## src/hw/rtl/sts_pkg.sv

```systemverilog
// ============================================================================
// sts_pkg
// Shared types, constants and the reciprocal table of the threshold smoother.
// ============================================================================
package sts_pkg;

    localparam int MAX_WIDTH_DEF = 2048;

    localparam int PIX_W      = 8;
    localparam int DIM_W      = 12;
    localparam int THR_W      = 8;
    localparam int CFG_IDX_W  = 2;
    localparam int CFG_DATA_W = 12;

    // centre weight 4 plus up to six accepted neighbours
    localparam int CENTRE_WEIGHT = 4;
    localparam int NB_COUNT      = 6;
    localparam int NACC_W        = 3;
    localparam int SUM_W         = 12;   // 4*255 + 6*255 = 2550
    localparam int RECIP_W       = 15;   // 65536/4 = 16384
    localparam int PROD_W        = SUM_W + RECIP_W;
    localparam int FRAC_W        = 16;

    localparam int QDEPTH = 4;
    localparam int QPTR_W = $clog2(QDEPTH);
    localparam int QLVL_W = $clog2(QDEPTH + 1);

    localparam logic [THR_W-1:0] THRESHOLD_RST = 8'd30;
    localparam logic [DIM_W-1:0] WIDTH_RST     = 12'd720;
    localparam logic [DIM_W-1:0] HEIGHT_RST    = 12'd576;
    localparam logic [DIM_W-1:0] MIN_DIM       = 12'd3;

    typedef enum logic [CFG_IDX_W-1:0] {
        CFG_THRESHOLD    = 2'd0,
        CFG_FRAME_WIDTH  = 2'd1,
        CFG_FRAME_HEIGHT = 2'd2
    } t_cfg_idx;

    // one classified interior pixel, handed from front to back
    typedef struct packed {
        logic [SUM_W-1:0]  sum;
        logic [NACC_W-1:0] nacc;
        logic              last;
    } t_item;

    // floor(65536 / (4 + nacc))
    function automatic logic [RECIP_W-1:0] recip(input logic [NACC_W-1:0] nacc);
        logic [RECIP_W-1:0] r;
        begin
            case (nacc)
                3'd0:    r = 15'd16384;
                3'd1:    r = 15'd13107;
                3'd2:    r = 15'd10922;
                3'd3:    r = 15'd9362;
                3'd4:    r = 15'd8192;
                3'd5:    r = 15'd7281;
                default: r = 15'd6553;
            endcase
            return r;
        end
    endfunction

endpackage

```

## src/hw/rtl/sts_queue.sv

```systemverilog
// ============================================================================
// sts_queue
// Short FIFO of classified pixels between front and back.
// ============================================================================
module sts_queue (
    input  logic                        i_clk,
    input  logic                        i_rst_n,
    input  logic                        i_push,
    input  sts_pkg::t_item              i_item,
    input  logic                        i_pop,
    output logic                        o_valid,
    output sts_pkg::t_item              o_item,
    output logic [sts_pkg::QLVL_W-1:0]  o_level
);

    localparam logic [sts_pkg::QPTR_W-1:0] LAST_PTR = sts_pkg::QPTR_W'(sts_pkg::QDEPTH - 1);

    sts_pkg::t_item                r_data [sts_pkg::QDEPTH];
    logic [sts_pkg::QPTR_W-1:0]    r_wptr, r_rptr;
    logic [sts_pkg::QLVL_W-1:0]    r_level, n_level;

    always_comb begin
        n_level = r_level;
        if (i_push && !i_pop) begin
            n_level = r_level + sts_pkg::QLVL_W'(1);
        end else if (!i_push && i_pop) begin
            n_level = r_level - sts_pkg::QLVL_W'(1);
        end
    end

    always_ff @(posedge i_clk) begin
        if (!i_rst_n) begin
            r_wptr  <= '0;
            r_rptr  <= '0;
            r_level <= '0;
        end else begin
            r_level <= n_level;
            if (i_push) begin
                r_wptr <= (r_wptr == LAST_PTR) ? '0 : r_wptr + sts_pkg::QPTR_W'(1);
            end
            if (i_pop) begin
                r_rptr <= (r_rptr == LAST_PTR) ? '0 : r_rptr + sts_pkg::QPTR_W'(1);
            end
        end
    end

    always_ff @(posedge i_clk) begin
        if (i_push) begin
            r_data[r_wptr] <= i_item;
        end
    end

    assign o_valid = (r_level != '0);
    assign o_item  = r_data[r_rptr];
    assign o_level = r_level;

endmodule

```

## config.mk

```make
export PLATFORM = sky130hd
export DESIGN_NAME = sts_queue
export DESIGN_NICKNAME = d
export VERILOG_FILES = /design/src/hw/rtl/sts_pkg.sv /design/src/hw/rtl/sts_queue.sv
export SDC_FILE = /design/constraint.sdc
export NUM_CORES = 1
export LEC_CHECK = 0
export BUFFER_PORTS_ARGS = -buffer_cell sky130_fd_sc_hd__buf_2
export CAP_MARGIN = 40
export CORE_UTILIZATION = 60
export CTS_CLUSTER_DIAMETER = 150
export DETAILED_ROUTE_END_ITERATION = 10
export PLACE_DENSITY_LB_ADDON = 0.12
export SYNTH_ARGS = -nofsm -noshare
export SYNTH_HDL_FRONTEND = slang
export SYNTH_SLANG_ARGS = --single-unit
```

## constraint.sdc

```tcl
create_clock -name i_clk -period 3.7 [get_ports i_clk]
set_input_delay 0.37 -clock i_clk [delete_from_list [all_inputs] [get_ports i_clk]]
set_output_delay 0.37 -clock i_clk [all_outputs]
set_load 0.01 [all_outputs]
```

==> results of run 1 <==
-- flip-flops by register name, indices dropped and copies added, names as in the netlist, named ones only --
register / count
r_data: 64
o_level: 3
r_rptr: 2
r_wptr: 2
-- layout by cell type, fill, tap and decap left out, drive strengths merged, types with 2 or more instances in the layout --
cell and count:
clkbuf 9, ha 6, dfxtp 9, nor2b 5, and2 5, buf 42
inv 4, edfxtp 64, mux2i 4, or3 2, mux4 16, clkinv 5
bufinv 2
-- layout make-up --
class / instances / area (um2) / area share [%]
timing repair buffer: 42 / 252.7 / 7.698
multi-input combinational: 46 / 639.4 / 19.47
sequential: 73 / 2102 / 64.02
inverter: 4 / 15.01 / 0.4573
clock inverter: 7 / 85.08 / 2.591
tap: 52 / 65.06 / 1.982
clock buffer: 9 / 123.9 / 3.773
-- Yosys cell counts (all sizes together) --
library cell	number
dfxtp	9
nor2	1
o21ai	1
ha	6
a21boi	1
xor2	1
o21a	1
edfxtp	64
nor2b	5
nor3	1
mux4	16
buf	4
and2	5
inv	4
xnor2	1
fa	1
mux2i	4
or3	2
-- cell families after synthesis --
logic type	after synthesis	synth area share [%]
AO/OA/AOI/OAI	3	0.7156
multiplexers	20	15.12
buffers and inverters	8	2.012
flip-flops	73	75.13
AND/OR/NAND/NOR	14	2.996
adder cells (fa/ha/maj)	7	3.399
XOR/XNOR	2	0.6262
-- worst min-delay path by stage --
stage                                        from                       to  slack (ns)  cells past startpoint
after global routing                    i_item[2]   r_data[1][2]$_DFFE_PP_        0.25                      1
after detailed placement  o_level[2]$_SDFFE_PN0P_  o_level[2]$_SDFFE_PN0P_        0.49                      2
after CTS                               i_item[9]   r_data[0][9]$_DFFE_PP_        0.24                      1
after global placement    o_level[2]$_SDFFE_PN0P_  o_level[2]$_SDFFE_PN0P_        0.48                      2
final                                   i_item[9]   r_data[0][9]$_DFFE_PP_        0.26                      1
after floorplan                         i_item[0]   r_data[0][0]$_DFFE_PP_        0.47                      0
-- critical path, cell delays in order, from the launching register on --
cell,delay (ns)
dfxtp_1,0.63
buf_16,0.21
mux4_2,0.52
buf_2,0.16
-- power by group through the flow --
stage	Combinational [mW]	Clock, mW	Sequential, mW
2_1_floorplan	0.110	0	0.973
3_3_place_gp	0.155	0	0.983
3_5_place_dp	0.175	0	0.983
4_1_cts	0.176	0.657	0.964
5_1_grt	0.190	0.687	0.969
6_report	0.172	0.646	0.964
-- metal layers --
layer,global-route usage (%),up-vias,wire length [um]
met5,0,-,0
met4,10.89,0,69
met3,5.051,7,153
met2,33.65,34,2332
met1,24.61,667,1848
li1,-,609,-
-- metrics by stage --
step	area (um2)	hold WS, ns	util (%)	setup WS (ns)	total power [mW]
floorplan	2798	0.4689	-	2.051	1.082
global placement	3017	0.4819	68.34	1.496	1.138
detailed placement	3074	0.4906	69.64	1.781	1.158
CTS	3283	0.2404	74.38	1.462	1.797
global route	3283	0.2452	74.38	1.428	1.846
finish	3283	0.2580	74.38	1.486	1.782
==> flow_summary_export.csv, run 1 <==
group,metric,value,unit
sta,final_hold_viol_count,0,
setup_path,worstPathRequired,3.33,ns
final_layout,final_cells,233,
clock_network,postCtsHoldBufs,0,
logic_synthesis,yosys_warnings,0,
routing,antenna_left,0,
global_route,grt.overflow.total,0,
power_and_ir_drop,seqPwrFrac,54.1,%
routing,route.vias.total,1317,
setup_path,cp-start-kind,"flop",
setup_path,end_kind,"output pin",
setup_path,rrSetupSlack,2.05,ns
routing,via_per_inst,5.652,
sta,fin_setup_tns,0,ns
global_route,track_usage,20.33,%
power_and_ir_drop,p_sw,0.3821,mW
final_layout,num-nets-final,203,
global_route,grt_max_degree,17,
routing,drc,0,
logic_synthesis,syn_nets,154,
clock_network,cts_setup_buffers,0,
run_status,status,"finished, final reports clean",
floorplanning,die-area,4940,um2
hold_path,hold_path.class,"in -> reg",
power_and_ir_drop,ir_drop,0.0003830,V
sta,final_max_slew_viol_count,0,
final_layout,n_antenna_cell,0,
sta,fin_crit_sh,59.84,%
sta,finalSetupViolations,0,
logic_synthesis,syn_area_per_cell,22.03,um2
floorplanning,num_rows,24,
place,finalWeightedCongestion,0.6906,
final_layout,syn2layout_area_growth,17.35,%
logic_synthesis,netlist_instances,127,
routing,avgRoutedWirePerCell,18.90,um
logic_synthesis,yosys.area.top_type,"edfxtp_1",
global_route,grt_pass1_wl,7086,um
clock_network,cts_max_level,3,
clock_network,clock_latency,0.32,ns
logic_synthesis,synth_top_area_share,68.69,%
sta,slew_headroom,44.55,%
place,port-buffer-count,39,
floorplanning,num_io_pins,40,
setup_path,critical_path_class,"reg -> out",
routing,drtIter0Drc,43,
final_layout,drive_gt1_share,35.91,%
job,max-cap-violations,0,
sta,timing.fmax,451.6,MHz
clock_network,cts-buffers-inserted,9,
floorplanning,core,4414,um2
setup_path,r2r-end,"r_data[0][0]$_DFFE_PP_",
power_and_ir_drop,p_per_area,542.7,nW/um2
setup_path,r2r-start,"r_wptr[0]$_SDFFE_PN0P_",
clock_network,cts_buffer_depth,2,
place,dp.cells,217,
final_layout,n_fill_cell,259,
power_and_ir_drop,p_int,1.400,mW
power_and_ir_drop,power.leakage,1.195,nW
power_and_ir_drop,combPwrFrac,9.7,%
routing,routed_wl,4404,um
sta,period_minus_slack,2.214,ns
power_and_ir_drop,clockPowerShare,36.3,%
sta,rsz0062_at_grt,"false",
logic_synthesis,netlist_area,2798,um2
sta,skew,0.004505,ns
place,dp_hpwl,2909,um
logic_synthesis,yosys.cell_types.count,21,
clock_network,cts_tree,"done",
logic_synthesis,synthTopCellsByArea,"edfxtp_1 69%, mux4_2 8.1%, dfxtp_1 6.4%",
clock_network,clk_pin_slew,0.07,ns
setup_path,crit_fanout,10,
logic_synthesis,seq_area_frac_synth,75.13,%
setup_path,rr_worst_depth,3,
routing,firstDrtPassIters,4,
global_route,grt_pass1_vias,1449,
clock_network,cts.sinks,73,
sta,worst_pin_slew,0.8318,ns
clock_network,cts_root_buf,"clkbuf_8",
floorplanning,die_y,70.29,um
power_and_ir_drop,p_sw_share,21.44,%
logic_synthesis,ys_ff_latch,73,
floorplanning,initial_core_util,63.38,%
clock_network,cts-resized-gates,0,
floorplanning,die_w,70.29,um
setup_path,crit_end,"o_item[4]",
global_route,antenna_found_initial,0,
setup_path,arrival,1.84,ns
Note: power is estimated with default switching activity, not from simulation.
==> run 2, diff against run 1 <==
CORE_UTILIZATION = 56   (was 60)
clock period = 2.2 ns   (was 3.7 ns; I/O delays follow)
==> run 2 against run 1 <==
Power rose by 54%; die area is 6.9% higher; first-iteration DRC count grew 37%; final cell count increased by 7.3%; critical path type unchanged; largest power group unchanged.
==> flow_summary_export.csv, run 2 (same netlist as run 1, synthesis figures left out) <==
group,metric,value,unit
run_status,status,"finished, final reports clean",
global_route,grt_pass1_wl,7051,um
final_layout,layout_common_cells,"64 x edfxtp_1, 39 x buf_2, 10 x mux4_2",
clock_network,cts_root_buf,"clkbuf_8",
setup_path,slowest_stage,"mux4_1",
setup_path,crit_fanout,6,
final_layout,final_common_cell,"edfxtp_1",
routing,drtIter0Drc,59,
clock_network,clock_latency,0.33,ns
global_route,grt_pass1_vias,1412,
floorplanning,num_rows,25,
global_route,antenna_found_initial,0,
global_route,track_usage,19.40,%
final_layout,multi_input_area,639.4,um2
floorplanning,die-area,5282,um2
routing,routed_wl,4423,um
power_and_ir_drop,ir_drop,0.0004428,V
setup_path,crit_family,"multiplexers",
sta,slew_headroom,40.52,%
setup_path,arrival,1.83,ns
clock_network,postCtsHoldBufs,0,
final_layout,drive_gt1_share,35.52,%
power_and_ir_drop,power.leakage,1.165,nW
global_route,grt_use_met1,22.83,%
place,dp.cells,234,
floorplanning,num_io_pins,40,
setup_path,crit_buf_inv,2,
final_layout,syn2layout_area_growth,15.38,%
setup_path,end_kind,"output pin",
final_layout,n_fill_cell,338,
power_and_ir_drop,p_per_area,851.9,nW/um2
sta,final.hold.worst_slack,0.09979,ns
final_layout,seq_area,2102,um2
place,dp_hpwl,2855,um
setup_path,cp-start-kind,"flop",
sta,skew,0.006193,ns
floorplanning,die_w,72.68,um
routing,antenna_left,0,
routing,firstDrtPassIters,4,
global_route,gr-usage-met2,32.40,%
clock_network,cts.sinks,73,
setup_path,critical_path_class,"reg -> out",
clock_network,clk_pin_slew,0.07,ns
floorplanning,die_y,72.68,um
final_layout,num-nets-final,205,
job,max-cap-violations,0,
clock_network,cts_buffer_depth,2,
routing,via_per_inst,5.296,
sta,period_minus_slack,2.051,ns
sta,rsz0062_at_grt,"false",
place,port-buffer-count,39,
setup_path,path_cells,"buf_4 -> mux4_1 -> buf_2",
final_layout,final_cells,250,
sta,worst_pin_slew,0.8922,ns
sta,timing.fmax,487.5,MHz
clock_network,cts-resized-gates,0,
sta,finalSetupViolations,0,
floorplanning,initial_core_util,58.84,%
final_layout,largest_register_ffs,64,
sta,final_max_slew_viol_count,0,
global_route,grt.overflow.total,0,
clock_network,cts_tree,"done",
routing,avgRoutedWirePerCell,17.69,um
sta,final_hold_viol_count,0,
global_route,grt_max_degree,17,
clock_network,cts-buffers-inserted,9,
clock_network,cts_max_level,3,
clock_network,cts_setup_buffers,0,
sta,fin_setup_tns,0,ns
sta,fin_crit_sh,93.25,%
setup_path,max_stage_delay,0.58,ns
setup_path,worstPathRequired,1.98,ns
routing,route.vias.total,1324,
global_route,grt.busiest_layer,"met2",
final_layout,largest_register,"r_data",
final_layout,n_antenna_cell,0,
place,finalWeightedCongestion,0.6608,
routing,drc,0,
hold_path,hold_path.class,"in -> reg",
global_route,use_met3,6.906,%
floorplanning,core,4755,um2
==> run 2: cell types whose count changed in the layout (fill, tap and decap cells not counted), sizes merged <==
cell	before	now
clkbuf	9	12
buf	42	44
bufinv	2	0
clkinv	5	3
clkinvlp	0	1
==> run 2: layer usage <==
metal | vias up | routed length (um)
met2 | 33 | 2331
met4 | 0 | 46
li1 | 615 | -
met5 | - | 0
met3 | 6 | 186
met1 | 670 | 1858
==> run 2: worst register-to-register path: cells and delay by family, from the launching register on <==
family                     cells  cell delay [ns]
buffers and inverters          1             0.09
adders and majority gates      1             0.14
DFF                            1             0.34
and+or+nand+nor                1             0.71
==> run 2: metrics by stage <==
stage               setup slack, ns  total power, mW  utilization (%)  cell area [um2]
floorplan                    0.7005            1.820                -             2798
global placement             0.5338            1.922            64.63             3073
detailed placement           0.4302            1.944            64.63             3073
CTS                          0.1176            2.773            67.89             3228
global route                0.03399            2.863            67.89             3228
finish                       0.1485            2.750            67.89             3228
==> run 2: layout make-up <==
class	count	share of cell area (%)
flip-flops and latches	73	65.12
multi-input cells	46	19.81
repair buffers	44	7.209
clock buffers	12	4.186
well taps	67	2.597
clock inverters	4	0.6202
inverters	4	0.4651
==> run 2: power by group <==
group / internal [mW] / switching [mW]
sequential: 1.58 / 0.0340
clock: 0.401 / 0.440
combinational: 0.144 / 0.151
total: 2.13 / 0.624
==> run 2: path summary, 6_finish.rpt <==
| check | from | end | slack, ns | depth (start not counted) |
|---|---|---|---|---|
| worst max-delay path | flop | o_item[0] | 0.15 | 3 |
| worst min-delay path | i_item[15] | r_data[1][15]$_DFFE_PP_ | 0.1 | 1 |
| worst max register to register | r_wptr[1]$_SDFFE_PN0P_ | r_data[1][5]$_DFFE_PP_ | 0.54 | 3 |
| worst min register to register | o_level[2]$_SDFFE_PN0P_ | o_level[2]$_SDFFE_PN0P_ | 0.56 | 2 |
