### src/hw/rtl/sts_pkg.sv
// ============================================================================
// sts_pkg
// Shared types, constants and the reciprocal table of the threshold smoother.
// ============================================================================
package sts_pkg;

    localparam int MAX_WIDTH_DEF = 2048;

    localparam int PIX_W      = 8;
    localparam int DIM_W      = 12;
    localparam int THR_W      = 8;
    localparam int CFG_IDX_W  = 2;
    localparam int CFG_DATA_W = 12;

    // centre weight 4 plus up to six accepted neighbours
    localparam int CENTRE_WEIGHT = 4;
    localparam int NB_COUNT      = 6;
    localparam int NACC_W        = 3;
    localparam int SUM_W         = 12;   // 4*255 + 6*255 = 2550
    localparam int RECIP_W       = 15;   // 65536/4 = 16384
    localparam int PROD_W        = SUM_W + RECIP_W;
    localparam int FRAC_W        = 16;

    localparam int QDEPTH = 4;
    localparam int QPTR_W = $clog2(QDEPTH);
    localparam int QLVL_W = $clog2(QDEPTH + 1);

    localparam logic [THR_W-1:0] THRESHOLD_RST = 8'd30;
    localparam logic [DIM_W-1:0] WIDTH_RST     = 12'd720;
    localparam logic [DIM_W-1:0] HEIGHT_RST    = 12'd576;
    localparam logic [DIM_W-1:0] MIN_DIM       = 12'd3;

    typedef enum logic [CFG_IDX_W-1:0] {
        CFG_THRESHOLD    = 2'd0,
        CFG_FRAME_WIDTH  = 2'd1,
        CFG_FRAME_HEIGHT = 2'd2
    } t_cfg_idx;

    // one classified interior pixel, handed from front to back
    typedef struct packed {
        logic [SUM_W-1:0]  sum;
        logic [NACC_W-1:0] nacc;
        logic              last;
    } t_item;

    // floor(65536 / (4 + nacc))
    function automatic logic [RECIP_W-1:0] recip(input logic [NACC_W-1:0] nacc);
        logic [RECIP_W-1:0] r;
        begin
            case (nacc)
                3'd0:    r = 15'd16384;
                3'd1:    r = 15'd13107;
                3'd2:    r = 15'd10922;
                3'd3:    r = 15'd9362;
                3'd4:    r = 15'd8192;
                3'd5:    r = 15'd7281;
                default: r = 15'd6553;
            endcase
            return r;
        end
    endfunction

endpackage

### src/hw/rtl/sts_back.sv
// ============================================================================
// sts_back
// Reciprocal multiply and registered output stage.
// ============================================================================
module sts_back (
    input  logic                        i_clk,
    input  logic                        i_rst_n,
    input  logic                        i_valid,
    input  sts_pkg::t_item              i_item,
    output logic                        o_pop,
    input  logic                        i_ready,
    output logic                        o_valid,
    output logic [sts_pkg::PIX_W-1:0]   o_pixel,
    output logic                        o_last
);

    logic [sts_pkg::PROD_W-1:0] w_prod;
    logic                       r_valid;
    logic [sts_pkg::PIX_W-1:0]  r_pixel;
    logic                       r_last;

    assign w_prod = sts_pkg::PROD_W'(i_item.sum) *
                    sts_pkg::PROD_W'(sts_pkg::recip(i_item.nacc));
    assign o_pop  = i_valid && (!r_valid || i_ready);

    always_ff @(posedge i_clk) begin
        if (!i_rst_n) begin
            r_valid <= 1'b0;
        end else if (o_pop) begin
            r_valid <= 1'b1;
        end else if (i_ready) begin
            r_valid <= 1'b0;
        end
    end

    always_ff @(posedge i_clk) begin
        if (o_pop) begin
            r_pixel <= w_prod[sts_pkg::FRAC_W +: sts_pkg::PIX_W];
            r_last  <= i_item.last;
        end
    end

    assign o_valid = r_valid;
    assign o_pixel = r_pixel;
    assign o_last  = r_last;

endmodule

### config.mk
export PLATFORM = sky130hd
export DESIGN_NAME = sts_back
export DESIGN_NICKNAME = d
export VERILOG_FILES = /design/src/hw/rtl/sts_pkg.sv /design/src/hw/rtl/sts_back.sv
export SDC_FILE = /design/constraint.sdc
export NUM_CORES = 1
export LEC_CHECK = 0
export BUFFER_PORTS_ARGS = -buffer_cell sky130_fd_sc_hd__buf_2
export CELL_PAD_IN_SITES_DETAIL_PLACEMENT = 1
export CELL_PAD_IN_SITES_GLOBAL_PLACEMENT = 1
export CORE_MARGIN = 1.5
export CORE_UTILIZATION = 54
export CTS_BUF_LIST = sky130_fd_sc_hd__clkbuf_4
export CTS_CLUSTER_DIAMETER = 200
export CTS_CLUSTER_SIZE = 24
export DETAILED_ROUTE_END_ITERATION = 12
export PLACE_DENSITY_LB_ADDON = 0.15
export SYNTH_ARGS = -nofsm -noshare
export SYNTH_HDL_FRONTEND = slang
export SYNTH_SLANG_ARGS = --single-unit
### constraint.sdc
create_clock -name i_clk -period 10 [get_ports i_clk]
set_input_delay 1 -clock i_clk [delete_from_list [all_inputs] [get_ports i_clk]]
set_output_delay 1 -clock i_clk [all_outputs]
set_load 0.1 [all_outputs]
==> PnR_summary.wiki, run 1 <==
{| class="wikitable"
! Metric !! Value
|-
| Depth of the worst hold-timing path || 2
|-
| Number of CTS-inserted buffers || 3
|-
| Synthesized net count || between 800 and 900
|-
| Vias per cell || 5.33
|-
| Total power divided by cell area || ~240 mW/mm2
|-
| Count of yosys warnings during synthesis || 0
|-
| Global Route Usage Sum || 29.7%
|-
| Critical path's largest stage delay || about 0.8 ns
|-
| Max-slew violations || 0
|-
| Portion of the post-synthesis area used by sequential elements || about 5.4%
|-
| Clock latency on the worst-skew pair || between 0.2 and 0.3 ns
|-
| Post-synthesis instance area || around 0.0054 mm2
|-
| Count of different cell masters after synthesis || 40
|-
| Starting density of the core || around 56%
|-
| Count of fill cells added during filler insertion || between 1000 and 1500
|-
| Count of placed standard cells in the final layout, fillers left out || ~760
|-
| #FFs+latches synth || 10
|-
| Slowest cell on the critical path || sky130_fd_sc_hd__xnor2_1
|-
| Min-Delay Endpoint || o_valid
|-
| H-tree levels || 1
|-
| Slack of the worst reg-to-reg path || about 8.6 ns
|-
| Critical Setup Path Class || in -> reg
|-
| Final min period || between 6 and 7 ns
|-
| Net count of the finished layout || 820
|-
| Fin crit share || roughly two thirds
|-
| Number of design-rule violations left by the first detailed-router iteration || 180
|-
| Setup repair after global routing missed its margin || no
|-
| Fin Clk Skew || approximately 0.0014 ns
|-
| Via count of the first global-routing pass || 4630
|-
| Share of the synthesized area in the top cell type || 42.5%
|-
| Instance area at placement || between 0.005 and 0.006 mm2
|-
| Largest fanout on the critical path || 30
|-
| Worst setup timing slack at the placement stage || 2.98 ns
|-
| Most common flop cell mapped by yosys || sky130_fd_sc_hd__edfxtp_1
|-
| Power, Total || around 1.3 mW
|-
| Number of hold-repair buffers added at the cts stage || 0
|-
| Die W || between 100 and 150 um
|-
| Cell family contributing the most delay on the critical path || adder cells
|-
| PnR worst setup slack || about 3.3 ns
|-
| Clock root buffer || sky130_fd_sc_hd__clkbuf_4
|-
| Final core utilization || between 50 and 60%
|-
| Diodes inserted || 0
|-
| Async set-or-reset flop fraction in the synthesized netlist || 0%
|-
| Setup bufs post-CTS || 0
|-
| GPL Wtd Cong || 0.868
|-
| CTS sink cnt || 10
|-
| Worst-Margin Slew || slightly above 1 ns
|-
| Startpoint of the lowest-slack register-to-register path || o_valid
|-
| Worst EP arrival || 6.75 ns
|-
| Hold violation count in the final report || 0
|-
| TritonCTS clock tree || yes
|-
| Antenna violations before repair || 0
|-
| Most frequent cell after synthesis || sky130_fd_sc_hd__inv_1
|-
| Number of gates resized after cts || 0
|-
| Main area contributors after synthesis || sky130_fd_sc_hd__fa_1 (43%), sky130_fd_sc_hd__ha_1 (14%), sky130_fd_sc_hd__inv_1 (11%), sky130_fd_sc_hd__nand2_1 (6.7%), sky130_fd_sc_hd__and2_1 (5.8%)
|-
| Critical path cell sequence || buf_2 -> nor2_1 -> xnor2_1 -> nand2_1 -> fa_1 -> inv_1 -> fa_1 -> fa_1 -> fa_1 -> inv_1 -> fa_1 -> inv_1 -> ha_1 -> a211o_1 -> a21oi_1 -> o32ai_4 -> a31oi_1 -> xnor2_1
|-
| Number of flops mapped to enable cells by yosys || 9
|-
| Maximum resistive drop on vdd || around 230 uV
|-
| Count of endpoints failing setup in the final report || 0
|-
| Post-detailed-placement half-perimeter wirelength || roughly 12 mm
|-
| Number of top-level design ports || 31
|-
| Largest net degree at the start of global routing || 31
|-
| Number of vias after detailed routing || slightly above 4000
|-
| Type of the worst min-delay path || reg -> reg
|-
| Fmax || roughly 150 MHz
|-
| Number of buffers between clock root and the deepest sink || 2
|-
| Per-cell routed wire length || around 18 um
|-
| Depth of the most critical reg-to-reg path || 2
|-
| Worst hold slack across all endpoints || approximately 0.63 ns
|-
| Number of antenna-violating nets in the routed design || 0
|-
| Cell total after placement || around 750
|-
| P&R area growth vs syn || 4.74%
|-
| Max Cap Violations || 0
|-
| Port Buf Inserts || 30
|-
| Crit path buf inv count || 4
|-
| Post-synthesis average cell area || between 8 and 9 um2
|-
| Layout Cell Area excl Fill || ~0.0057 mm2
|-
| Number of rows created at floorplan || 36
|-
| Crit start category || primary input
|-
| Routed wire length || ~14 mm
|-
| Run status || finished, final reports clean
|-
| HP Start || o_valid
|-
| First-pass GRT wire length || 23.5 mm
|-
| Leakage power total || between 3 and 4 nW
|-
| Critical Path End Type || register
|-
| Synth top cells by count || sky130_fd_sc_hd__inv_1 (156), sky130_fd_sc_hd__fa_1 (115), sky130_fd_sc_hd__nand2_1 (96)
|-
| Number of instances in the synthesized netlist || a little over 600
|-
| Worst endpoint required time || 10.01 ns
|-
| DRC || 0
|-
| Area of the core || between 0.009 and 0.01 mm2
|-
| Fraction of final layout cells with drive strength greater than 1 || under 10%
|-
| Clock-pin slew of the registers on the worst-case setup and hold paths || 0.07 ns
|-
| Die Y || between 100 and 150 um
|-
| Initial DRT Pass Iterations || 4
|-
| Most frequent CP cell || sky130_fd_sc_hd__fa_1
|-
| Total Neg Setup Slack || 0 ns
|-
| Largest area contributor in the synthesized netlist || sky130_fd_sc_hd__fa_1
|-
| Floorplan die area || 0.0106 mm2
|-
| Max transition margin || a little under a third
|-
| Critical register-to-register path endpoint || o_pixel[0]
|-
| Total gr overflow || 0
|}
[layout by cell type, fill, tap and decap left out, types with 5 or more instances in the layout]
master	instances
sky130_fd_sc_hd__and3_1	12
sky130_fd_sc_hd__edfxtp_1	9
sky130_fd_sc_hd__and2_1	50
sky130_fd_sc_hd__xnor2_1	11
sky130_fd_sc_hd__a21oi_1	14
sky130_fd_sc_hd__buf_2	30
sky130_fd_sc_hd__nor2b_1	8
sky130_fd_sc_hd__nand2_1	96
sky130_fd_sc_hd__ha_1	59
sky130_fd_sc_hd__fa_1	115
sky130_fd_sc_hd__nor2_1	10
sky130_fd_sc_hd__a21o_1	5
sky130_fd_sc_hd__inv_1	156
[worst max path at each step]
stage / endpoint / slack [ns] / cells after the start / start
2_1_floorplan: o_pixel[7] / 4.05 / 20 / i_item[2]
3_3_place_gp: o_pixel[4] / 3.22 / 19 / i_item[2]
3_5_place_dp: o_pixel[4] / 2.98 / 19 / i_item[2]
4_1_cts: o_pixel[4] / 3.25 / 19 / i_item[2]
5_1_grt: o_pixel[4] / 2.93 / 19 / i_item[2]
6_report: o_pixel[7] / 3.26 / 18 / i_item[2]
[logic make-up after synthesis]
kind of cell / synth area share [%]
compound gates: 5.25
xor+xnor: 2.43
fa+ha+maj: 56.1
buf+inv: 12.8
flops: 5.36
mux: 0.208
simple gates: 17.8
[registers in the layout, summed over array words and instances (netlist names)]
| register | flops |
|---|---|
| o_pixel | 8 |
| o_valid | 1 |
| o_last | 1 |
[worst min-delay path: stages, from the launching register on]
cell and delay (ns):
sky130_fd_sc_hd__dfxtp_1 0.32, sky130_fd_sc_hd__nor2b_1 0.17, sky130_fd_sc_hd__o21a_1 0.12
[layout make-up]
class	count	area (um2)	area share [%]
Clock buffer	3	22.5	0.397
Clock inverter	1	3.75	0.0662
Inverter	156	586	10.3
Multi-Input combinational cell	422	4430	78.1
Sequential cell	10	290	5.12
Tap cell	133	166	2.93
Timing Repair Buffer	33	173	3.04
[power breakdown]
group / switching (mW) / total [mW] / internal [mW]
sequential: 0.00528 / 0.0994 / 0.0941
clock: 0.0144 / 0.0288 / 0.0144
combinational: 0.755 / 1.21 / 0.455
[per-layer routing]
| layer | share of wire [%] | GRT usage, % |
|---|---|---|
| met4 | 3.2 | 9.77 |
| met3 | 3.3 | 2.10 |
| met1 | 41 | 37.1 |
| met2 | 52 | 54.7 |
| met5 | 0 | 0 |
No activity file was read; power rests on OpenSTA's default activity.
==> inputs of run 2 (changes only) <==
CORE_UTILIZATION = 50   (was 54)
clock period = 6.75 ns   (was 10 ns; I/O delays follow)
==> PnR_summary.wiki, run 2 (same netlist as run 1, synthesis figures left out) <==
{| class="wikitable"
! Metric !! Value
|-
| Run status || finished, final reports clean
|-
| Worst setup timing slack at the placement stage || 0.573 ns (-2.41 ns)
|-
| Initial DRT Pass Iterations || 4 (unchanged)
|-
| Number of antenna-violating nets in the routed design || 0 (unchanged)
|-
| Per-cell routed wire length || 18.6 um (+0.55%)
|-
| Clock-pin slew of the registers on the worst-case setup and hold paths || 0.07 ns (about the same)
|-
| H-tree levels || 1 (unchanged)
|-
| Critical path cell sequence || buf_2 -> nand2b_4 -> nand2_1 -> and2_1 -> fa_1 -> fa_1 -> fa_1 -> fa_1 -> inv_1 -> fa_1 -> inv_1 -> ha_1 -> a211o_1 -> a21oi_1 -> o32ai_4 -> a31oi_1 -> xnor2_1
|-
| Number of buffers between clock root and the deepest sink || 2 (unchanged)
|-
| First-pass GRT wire length || 24.2 mm (+3.1%)
|-
| Worst EP arrival || 5.98 ns (-0.77 ns)
|-
| Max Cap Violations || 0 (unchanged)
|-
| Global Route Usage Sum || 27.5% (-2.2 points)
|-
| Hold violation count in the final report || 0 (unchanged)
|-
| Total power divided by cell area || 353 mW/mm2 (+50%)
|-
| Depth of the most critical reg-to-reg path || 2 (unchanged)
|-
| Largest fanout on the critical path || 20 (-33%)
|-
| Critical path's largest stage delay || 0.53 ns (-0.29 ns)
|-
| Maximum resistive drop on vdd || 366 uV (+62%)
|-
| Die Y || 107 um (+3.8%)
|-
| Highest-count cells in the layout ignoring fill and taps || sky130_fd_sc_hd__inv_1 (156), sky130_fd_sc_hd__fa_1 (115), sky130_fd_sc_hd__nand2_1 (96)
|-
| Antenna violations before repair || 0 (unchanged)
|-
| Critical Setup Path Class || in -> reg
|-
| Final min period || 5.96 ns
|-
| Setup repair after global routing missed its margin || no
|-
| Leakage power total || 3.10 nW (+1.2%)
|-
| Routed wire length || 14.3 mm (+1.9%)
|-
| Count of endpoints failing setup in the final report || 0 (unchanged)
|-
| Die W || 107 um (+3.8%)
|-
| Starting density of the core || 52.0% (-3.7 points)
|-
| Net count of the finished layout || 827 (+0.85%)
|-
| Worst-Margin Slew || 0.885 ns (-0.139 ns)
|-
| Diodes inserted || 0 (unchanged)
|-
| Vias per cell || 5.30 (-0.42%)
|-
| Slowest cell on the critical path || sky130_fd_sc_hd__fa_1
|-
| Depth of the worst hold-timing path || 1 (-1)
|-
| Number of CTS-inserted buffers || 3 (unchanged)
|-
| Number of top-level design ports || 31 (unchanged)
|-
| TritonCTS clock tree || yes
|-
| Commonest non-fill, non-tap cell in the layout || sky130_fd_sc_hd__inv_1
|-
| PnR worst setup slack || 0.791 ns (-2.47 ns)
|-
| Count of fill cells added during filler insertion || 1266 (+6.1%)
|-
| Clock latency on the worst-skew pair || 0.27 ns (about the same)
|-
| Fin Clk Skew || 0.000654 ns (-0.000791 ns)
|-
| Number of gates resized after cts || 0 (unchanged)
|-
| Fraction of final layout cells with drive strength greater than 1 || 7.75% (+1.0 points)
|-
| Crit path depth || 17 (-1)
|-
| Critical Path End Type || register
|-
| Cell family contributing the most delay on the critical path || adder cells
|-
| Total gr overflow || 0 (unchanged)
|-
| Worst endpoint required time || 6.77 ns (-3.24 ns)
|-
| Number of hold-repair buffers added at the cts stage || 0 (unchanged)
|-
| Largest net degree at the start of global routing || 21 (-32%)
|-
| Fmax || 168 MHz
|-
| Total Neg Setup Slack || 0 ns (unchanged)
|-
| Number of rows created at floorplan || 37 (+2.8%)
|-
| Fin crit share || between 80% and 90%
|-
| Max reg flops || 8 (unchanged)
|-
| Instance area at placement || 0.00570 mm2 (+1.0%)
|-
| Layout Cell Area excl Fill || 0.00573 mm2 (+0.99%)
|-
| Number of vias after detailed routing || 4073 (+0.89%)
|-
| DRC || 0 (unchanged)
|-
| Crit path buf inv count || 3 (-1)
|-
| Clock root buffer || sky130_fd_sc_hd__clkbuf_4
|-
| GPL Wtd Cong || 0.874 (+0.67%)
|-
| Worst hold slack across all endpoints || 0.580 ns (-0.0534 ns)
|-
| Setup bufs post-CTS || 0 (unchanged)
|-
| Via count of the first global-routing pass || 4761 (+2.8%)
|-
| Area of the core || 0.0104 mm2 (+7.1%)
|-
| Post-detailed-placement half-perimeter wirelength || 12.1 mm (+0.58%)
|-
| Number of design-rule violations left by the first detailed-router iteration || 219 (+22%)
|-
| Type of the worst min-delay path || in -> reg
|-
| CTS sink cnt || 10 (unchanged)
|-
| Port Buf Inserts || 30 (unchanged)
|-
| Crit start category || primary input
|-
| Most frequent CP cell || sky130_fd_sc_hd__fa_1
|-
| Floorplan die area || 0.0115 mm2 (+7.8%)
|-
| Max-slew violations || 0 (unchanged)
|-
| P&R area growth vs syn || 5.78%
|-
| Max transition margin || 40.8% (+9.6 points)
|}
## run 2: changes by cell type in the layout (fill, tap and decap cells not counted), sizes merged
cell,before,now
buf,33,40
## run 2: worst paths after layout
kind	startpoint	end	slack [ns]
setup reg to reg	o_valid	o_pixel[4]	5.25
setup / recovery	i_item[2]	o_pixel[7]	0.79
hold reg to reg	o_valid	o_valid	0.64
hold / removal	i_item[0]	o_last	0.58
## run 2: metrics by stage
stage	cells	util, %	total power, mW
global placement	764	54.7	1.88
finish	768	55.0	2.02
detailed placement	764	54.7	1.98
global route	768	55.0	2.25
floorplan	616	-	1.53
CTS	768	55.0	2.04
## run 2: final cells by class
| class | instances | area, um2 | area share (%) |
|---|---|---|---|
| clock buffers | 3 | 22.5 | 0.393 |
| multi-input cells | 422 | 4430 | 77.3 |
| inverters | 156 | 586 | 10.2 |
| well taps | 136 | 170 | 2.97 |
| flip-flops and latches | 10 | 290 | 5.07 |
| clock inverters | 1 | 3.75 | 0.0655 |
| repair buffers | 40 | 225 | 3.93 |
## run 2: power breakdown
part | switching (mW) | internal, mW | leakage (nW) | total, mW
Sequential | 0.00749 | 0.139 | 0.0953 | 0.147
Clock | 0.0229 | 0.0214 | 0.0154 | 0.0442
Combinational | 1.15 | 0.682 | 2.99 | 1.83
Total | 1.18 | 0.843 | 3.10 | 2.02
## run 2: metal layers
layer | vias to the layer above | track usage [%] | wire length (um)
li1 | 1865 | - | -
met1 | 2127 | 34.5 | 6020
met2 | 69 | 52.5 | 7680
met3 | 12 | 1.40 | 393
met4 | 0 | 4.86 | 184
met5 | - | 0 | 0
